--- src/rtl/core/cpr_pkg.sv ---
// ----------------------------------------------------------------------------
// cpr_pkg
// Types, constants and floating-point helpers shared by the column projection
// residual block.
// ----------------------------------------------------------------------------
`timescale 1ns / 1ps
`default_nettype none

package cpr_pkg;

  localparam int MAX_ROWS  = 1024;
  localparam int MAX_TESTS = 16;
  localparam int ROW_W     = $clog2(MAX_ROWS);
  localparam int TEST_W    = $clog2(MAX_TESTS);
  localparam int ADDR_W    = ROW_W + TEST_W;
  localparam int CNT_W     = 20;
  localparam int RC_W      = 11;
  localparam int TC_W      = 5;
  localparam int TRAIN_W   = 21;
  localparam int REG_W     = 2;
  localparam int KIND_W    = 2;

  localparam logic [63:0] FP_DEFAULT_NAN = 64'hFFF8_0000_0000_0000;
  localparam logic [63:0] FP_QUIET_BIT   = 64'h0008_0000_0000_0000;

  typedef enum logic [KIND_W-1:0] {
    KIND_LOAD = 2'd0,
    KIND_ACOL = 2'd1,
    KIND_READ = 2'd2,
    KIND_NONE = 2'd3
  } kind_e;

  typedef enum logic [REG_W-1:0] {
    REG_ROW_COUNT   = 2'd0,
    REG_TEST_COUNT  = 2'd1,
    REG_TRAIN_COUNT = 2'd2,
    REG_UNUSED      = 2'd3
  } reg_index_e;

  typedef enum logic [1:0] {
    FOP_MUL = 2'd0,
    FOP_ADD = 2'd1,
    FOP_SUB = 2'd2,
    FOP_NOP = 2'd3
  } fpu_op_e;

  typedef enum logic [1:0] {
    SEL_DOT_MUL = 2'd0,
    SEL_DOT_ADD = 2'd1,
    SEL_UPD_MUL = 2'd2,
    SEL_UPD_SUB = 2'd3
  } fpu_sel_e;

  typedef enum logic [3:0] {
    FS_IDLE,
    FS_MUL,
    FS_ALIGN,
    FS_ADD,
    FS_NEG,
    FS_NORM,
    FS_ROUND,
    FS_PACK,
    FS_DONE
  } fpu_state_e;

  typedef enum logic [3:0] {
    CS_IDLE,
    CS_READ_EMIT,
    CS_DOT_READ,
    CS_DOT_MUL,
    CS_DOT_MUL_WAIT,
    CS_DOT_ADD,
    CS_DOT_ADD_WAIT,
    CS_DOT_EMIT,
    CS_UPD_READ,
    CS_UPD_MUL,
    CS_UPD_MUL_WAIT,
    CS_UPD_SUB,
    CS_UPD_SUB_WAIT
  } ctrl_state_e;

  typedef struct packed {
    kind_e              kind;
    logic [ROW_W-1:0]   row;
    logic [TEST_W-1:0]  col;
    logic [63:0]        b_value;
    logic [63:0]        residual_value;
    logic [63:0]        a_value;
  } in_item_t;

  typedef struct packed {
    logic               result_kind;
    logic [CNT_W-1:0]   train_index;
    logic [TEST_W-1:0]  test_index;
    logic [63:0]        value;
    logic               last;
    logic               final_res;
  } out_item_t;

  typedef struct packed {
    logic                en;
    reg_index_e          index;
    logic [TRAIN_W-1:0]  data;
  } cfg_write_t;

  typedef struct packed {
    logic      accept;
    logic      rd_issue;
    logic      fpu_start;
    fpu_sel_e  fpu_sel;
    logic      p_load;
    logic      acc_load;
    logic      acc_clear;
    logic      m_clear;
    logic      m_inc;
    logic      t_clear;
    logic      t_inc;
    logic      r_write;
    logic      out_load_dot;
    logic      out_load_read;
    logic      cnt_advance;
  } ctrl_cmd_t;

  typedef struct packed {
    kind_e  in_kind;
    logic   a_end;
    logic   m_last;
    logic   t_last;
    logic   fpu_done;
    logic   out_free;
  } dp_status_t;

  function automatic logic [52:0] fp_mant(input logic [63:0] x);
    return {|x[62:52], x[51:0]};
  endfunction

  function automatic logic signed [13:0] fp_exp(input logic [63:0] x);
    logic [10:0] ex;
    ex = x[62:52];
    if (ex == 11'd0) begin
      ex = 11'd1;
    end
    return $signed({3'b000, ex}) - 14'sd1075;
  endfunction

  function automatic logic fp_is_nan(input logic [63:0] x);
    return (&x[62:52]) & (|x[51:0]);
  endfunction

  function automatic logic fp_is_inf(input logic [63:0] x);
    return (&x[62:52]) & ~(|x[51:0]);
  endfunction

  function automatic logic fp_is_zero(input logic [63:0] x);
    return ~(|x[62:0]);
  endfunction

endpackage

`default_nettype wire

--- src/rtl/core/cpr_ctrl.sv ---
// ----------------------------------------------------------------------------
// cpr_ctrl
// Sequencer of the column projection residual block: input transfers, reads,
// dot products and residual updates.
// ----------------------------------------------------------------------------
`timescale 1ns / 1ps
`default_nettype none

module cpr_ctrl
  import cpr_pkg::*;
(
  input  logic        clk_i,
  input  logic        rst_ni,
  input  logic        in_valid_i,
  output logic        in_ready_o,
  input  dp_status_t  sts_i,
  output ctrl_cmd_t   cmd_o
);

  ctrl_state_e state_q, state_d;

  always_ff @(posedge clk_i or negedge rst_ni) begin
    if (!rst_ni) begin
      state_q <= CS_IDLE;
    end else begin
      state_q <= state_d;
    end
  end

  always_comb begin
    state_d    = state_q;
    cmd_o      = '0;
    in_ready_o = 1'b0;

    unique case (state_q)
      CS_IDLE: begin
        in_ready_o = 1'b1;
        if (in_valid_i) begin
          cmd_o.accept = 1'b1;
          unique case (sts_i.in_kind)
            KIND_READ: begin
              state_d = CS_READ_EMIT;
            end
            KIND_ACOL: begin
              if (sts_i.a_end) begin
                cmd_o.acc_clear = 1'b1;
                cmd_o.m_clear   = 1'b1;
                cmd_o.t_clear   = 1'b1;
                state_d         = CS_DOT_READ;
              end
            end
            default: begin
            end
          endcase
        end
      end

      CS_READ_EMIT: begin
        if (sts_i.out_free) begin
          cmd_o.out_load_read = 1'b1;
          state_d             = CS_IDLE;
        end
      end

      CS_DOT_READ: begin
        cmd_o.rd_issue = 1'b1;
        state_d        = CS_DOT_MUL;
      end

      CS_DOT_MUL: begin
        cmd_o.fpu_start = 1'b1;
        cmd_o.fpu_sel   = SEL_DOT_MUL;
        state_d         = CS_DOT_MUL_WAIT;
      end

      CS_DOT_MUL_WAIT: begin
        if (sts_i.fpu_done) begin
          cmd_o.p_load = 1'b1;
          state_d      = CS_DOT_ADD;
        end
      end

      CS_DOT_ADD: begin
        cmd_o.fpu_start = 1'b1;
        cmd_o.fpu_sel   = SEL_DOT_ADD;
        state_d         = CS_DOT_ADD_WAIT;
      end

      CS_DOT_ADD_WAIT: begin
        if (sts_i.fpu_done) begin
          cmd_o.acc_load = 1'b1;
          if (sts_i.m_last) begin
            state_d = CS_DOT_EMIT;
          end else begin
            cmd_o.m_inc = 1'b1;
            state_d     = CS_DOT_READ;
          end
        end
      end

      CS_DOT_EMIT: begin
        if (sts_i.out_free) begin
          cmd_o.out_load_dot = 1'b1;
          cmd_o.m_clear      = 1'b1;
          state_d            = CS_UPD_READ;
        end
      end

      CS_UPD_READ: begin
        cmd_o.rd_issue = 1'b1;
        state_d        = CS_UPD_MUL;
      end

      CS_UPD_MUL: begin
        cmd_o.fpu_start = 1'b1;
        cmd_o.fpu_sel   = SEL_UPD_MUL;
        state_d         = CS_UPD_MUL_WAIT;
      end

      CS_UPD_MUL_WAIT: begin
        if (sts_i.fpu_done) begin
          cmd_o.p_load = 1'b1;
          state_d      = CS_UPD_SUB;
        end
      end

      CS_UPD_SUB: begin
        cmd_o.fpu_start = 1'b1;
        cmd_o.fpu_sel   = SEL_UPD_SUB;
        state_d         = CS_UPD_SUB_WAIT;
      end

      CS_UPD_SUB_WAIT: begin
        if (sts_i.fpu_done) begin
          cmd_o.r_write = 1'b1;
          if (!sts_i.m_last) begin
            cmd_o.m_inc = 1'b1;
            state_d     = CS_UPD_READ;
          end else if (sts_i.t_last) begin
            cmd_o.cnt_advance = 1'b1;
            state_d           = CS_IDLE;
          end else begin
            cmd_o.t_inc     = 1'b1;
            cmd_o.m_clear   = 1'b1;
            cmd_o.acc_clear = 1'b1;
            state_d         = CS_DOT_READ;
          end
        end
      end

      default: begin
        state_d = CS_IDLE;
      end
    endcase
  end

endmodule

`default_nettype wire

--- config.mk ---
export PLATFORM = sky130hd
export DESIGN_NAME = cpr_ctrl
export DESIGN_NICKNAME = d
export VERILOG_FILES = /design/src/rtl/core/cpr_pkg.sv /design/src/rtl/core/cpr_ctrl.sv
export SDC_FILE = /design/constraint.sdc
export NUM_CORES = 1
export LEC_CHECK = 0
export ABC_CLOCK_PERIOD_IN_PS = 2000
export BUFFER_PORTS_ARGS = -buffer_cell sky130_fd_sc_hd__buf_2
export CORE_MARGIN = 3
export CORE_UTILIZATION = 42
export CTS_CLUSTER_SIZE = 30
export DETAILED_ROUTE_END_ITERATION = 12
export PLACE_DENSITY = 0.74
export SLEW_MARGIN = 10
export SYNTH_ARGS = -nofsm -noshare
export SYNTH_HDL_FRONTEND = slang
export SYNTH_SLANG_ARGS = --single-unit
export TNS_END_PERCENT = 10
--- constraint.sdc ---
create_clock -name clk_i -period 2 [get_ports clk_i]
set_input_delay 0.4 -clock clk_i [delete_from_list [all_inputs] [get_ports clk_i]]
set_output_delay 0.4 -clock clk_i [all_outputs]
set_load 0.02 [all_outputs]
After elaboration in Yosys (flattened, before gate mapping). Index checks and enable logic that the tools add are counted.

Register bits: 4. Input bits: 10. Output and inout bits: 17.

Eq/ne operators: 23. Multiplexer cells: 47. Reduce and logical (&&, ||, !) cells: 4.

Operators by type and width (number): 4-bit case mux with 13 select lines (1); 4-bit two-way mux (9); 1-bit two-way mux (22); 4-bit equality test, second input constant (5); 4-bit by 3-bit equality test with 1-bit output, second input constant (4); 2-bit two-way mux (8); 2-bit != test, second input constant (7); 3-bit case mux with 4 select lines (1); 9-bit AND reduction (1); 4-bit by 2-bit equality test with 1-bit output, second input constant (2); 4-bit case mux with 2 select lines (1); 3-bit two-way mux (2); 4-bit by 1-bit equality test with 1-bit output, second input constant (1); 4-bit zero test (1); 1-bit case mux with 2 select lines (2); 2-bit OR reduction (2); 3-bit by 1-bit != test with 1-bit output, second input constant (1); 3-bit != test, second input constant (1); 1-bit case mux with 3 select lines (1); 2-bit by 1-bit equality test with 1-bit output, second input constant (1); 2-bit equality test, second input constant (1).

Longest topological paths before layout.
Depth in word-level cells: 4. Depth in mapped cells: 6.

Worst setup path after synthesis. OpenSTA, ideal clock, no wires.

Kind: register to output. Start: register state_q[1]. End: output cmd_o[7] (netlist name). Data arrival time: 1953 ps. Setup slack: -353 ps. Stages on the path, launching flop included: 5. Cells stage by stage: dfrtp_1 nor4_2 and2_1 and4_1 or3_1.

RTL lines: start, declared (RTL line cpr_ctrl.sv:20) `ctrl_state_e state_q, state_d;`; start signal, assigned (RTL line cpr_ctrl.sv:26) `state_q <= state_d;`; end, declared (RTL line cpr_ctrl.sv:17) `output ctrl_cmd_t cmd_o`.

==> summary.txt <==
most flop-heavy register - state_q
Int Pwr - 0.632 mW
Remaining DRCs - 0
CP Max Fanout - 6
clk root buf - clkbuf_4
CTS Buf Count - 3
max reg flops - 4
later-pin clock latency in the skew report - 0.24 ns
DP Worst Slack - 0.111 ns
setup ws final - -0.0513 ns
Post-synth ARST share - 1.00
worst min path class - input port to asynchronous set/reset pin
Setup violations, final - 2
number of synthesized flops with an enable pin - 0
H-tree lvl count - 1
Starting Density - 0.470
Req. time, crit path - 1.60 ns
reg-to-reg slack, setup - 0.34 ns
count of pins over their slew limit - 0
status - finished, violations left
Comb pwr share - 0.744
CTS sink count - 4
first-pass GRT wire length - 3190 microns
biggest regs - state_q: 4 flops
post-synthesis instance area - 551 sq um
FMAX - 0.487 GHz
Die ar. - 1780 sq um
IO buf count - 26
Detailed Route Iter0 Violations - 56
fin crit share - 1.03
largest net degree at the start of global routing - 13
First-pass DRT Iterations - 4
Worst VDD drop - 0.000660 V
yosys warns - 0
synthesis-stage register bit count - 4
DR WL/cell - 14.9 microns
leak pwr - 0.448 nW
row cnt - 12
# diodes - 0
Slew @ Worst Pin - 0.326 ns
unique cell type count in the Yosys netlist - 39
final hold violations - 0
Post-DP HPWL - 1160 microns
fin util - 0.750
most frequent cells in the layout - 23 x buf_2, 14 x buf_4, 5 x nor2_1, 5 x nor2b_1
CP Capture Type - primary output
RSZ-0062 raised after global routing - yes
layout cells sized above 1 - 0.518
Crit Path Class - flip-flop to primary output
drt via density - 5.97
vias in the first global route - 720
Rel. slew slack - 0.782
fin crit period - 2.05 ns
initial antenna violation count - 0
CTS tree - done
Primary FF master, synth - dfrtp_1
RR Endpoint - state_q[2]
register share of total power - 0.171
CTS max path bufs - 2
skew final - 0.00203 ns
Worst Path Arrival - 1.65 ns
number of top-level pins - 27
GRT Overall Usage - 0.237
pwr dens - 1390 nW/um^2
final WL - 1880 microns
die height - 42.2 microns
GR Overflow Total - 0
commonest non-fill, non-tap cell in the layout - buf_2
Layout Nets - 124
RePlAce Congestion - 0.898
Die Width - 42.2 microns
Register-to-Register Path Depth - 6
Synth Area per Inst - 7.54 sq um
P&R area growth vs syn - 59.5%
Max Cap Violations - 0
Antenna Nets Post-Route - 0
core area - 1170 sq um
failing checks - negative setup slack
clock power share - 0.085
switching power - 0.587 mW
sequential cell area fraction in the yosys report - 0.182
Post-Synthesis Cells - 73
RR Startpoint - state_q[3]
Synth Net Count - 83
switching part of the total power - 0.482
Critical Path Source Type - flip-flop
clk slew on worst S/H paths - 0.04 ns
Via Count - 752
power groups by stage:
stage          combinational (mW)  clock, mW  sequential (mW)
6_report                    0.907      0.103            0.209
5_1_grt                     0.983      0.120            0.213
4_1_cts                     0.833      0.106            0.200
3_5_place_dp                0.717          0            0.209
3_3_place_gp                0.717          0            0.209
2_1_floorplan               0.581          0            0.165
per-stage QoR:
step	TNS (ns)	instances	total power, mW	instance area (sq um)	hold WS (ns)
3_3_place_gp	0	114	0.926	733	0.204
5_1_grt	-0.283	126	1.32	878	0.481
4_1_cts	-0.00908	126	1.14	843	0.481
2_1_floorplan	-0.0289	73	0.746	572	0.104
3_5_place_dp	0	114	0.926	733	0.205
6_report	-0.0574	126	1.22	878	0.488
timing repair:
item                                    CTS  global route
resized for setup                         8             9
setup buffers                             8             0
hold buffers                              1             0
pin swaps                                 2             1
endpoints found under the setup margin    6             8
hold endpoints to repair                  4             0
gates cloned                              0             0
cells by family (layout without fill, tap and decap cells):
| family | after synthesis | count (layout) | synth area share |
|---|---|---|---|
| XOR/XNOR | 2 | 2 | 0.0318 |
| AO/OA/AOI/OAI | 19 | 19 | 0.239 |
| AND/OR/NAND/NOR | 40 | 40 | 0.470 |
| buffers and inverters | 8 | 47 | 0.0773 |
| flip-flops | 4 | 4 | 0.182 |
per-layer routing:
metal	up-vias	GRT usage	share of wire
li1	352	-	-
met1	344	0.297	0.42
met2	48	0.343	0.47
met3	8	0.0515	0.072
met4	0	0.186	0.039
met5	-	0	0
cell type report:
class | instances | area, sq um
clock buffer | 3 | 22.5
fill | 87 | 293
inverter | 3 | 11.3
multi-input combinational | 61 | 458
sequential | 4 | 105
tap | 14 | 17.5
timing repair buffer | 41 | 264
worst max-delay path, cell delays in order (launching register included):
cell and delay [ns]:
dfrtp_2 0.44, or2b_1 0.22, nor2_1 0.07, and2_1 0.17
or3_4 0.37, buf_6 0.14
worst max path at each step:
stage / startpoint / endpoint / slack [ns] / cells past startpoint
after detailed placement: state_q[3] / cmd_o[7] / 0.11 / 5
after global placement: state_q[3] / cmd_o[7] / 0.13 / 5
final: state_q[2] / cmd_o[7] / -0.05 / 5
after CTS: state_q[3] / cmd_o[7] / -0.006 / 5
after floorplan: state_q[2] / cmd_o[7] / -0.02 / 5
after global routing: state_q[3] / cmd_o[7] / -0.11 / 5
synth_stat cells (all sizes together) (2+ instances only):
| cell | instances | area, sq um |
|---|---|---|
| nor3 | 2 | 10.0 |
| a31oi | 2 | 12.5 |
| and2 | 4 | 25.0 |
| nor2 | 5 | 18.8 |
| nor2b | 7 | 43.8 |
| inv | 3 | 11.3 |
| a21oi | 2 | 10.0 |
| o21ai | 5 | 25.0 |
| dfrtp | 4 | 100 |
| and3 | 3 | 18.8 |
| buf | 5 | 31.3 |
| nand2 | 4 | 15.0 |
| nand3 | 3 | 15.0 |
Power figures use the tool's default switching activity.
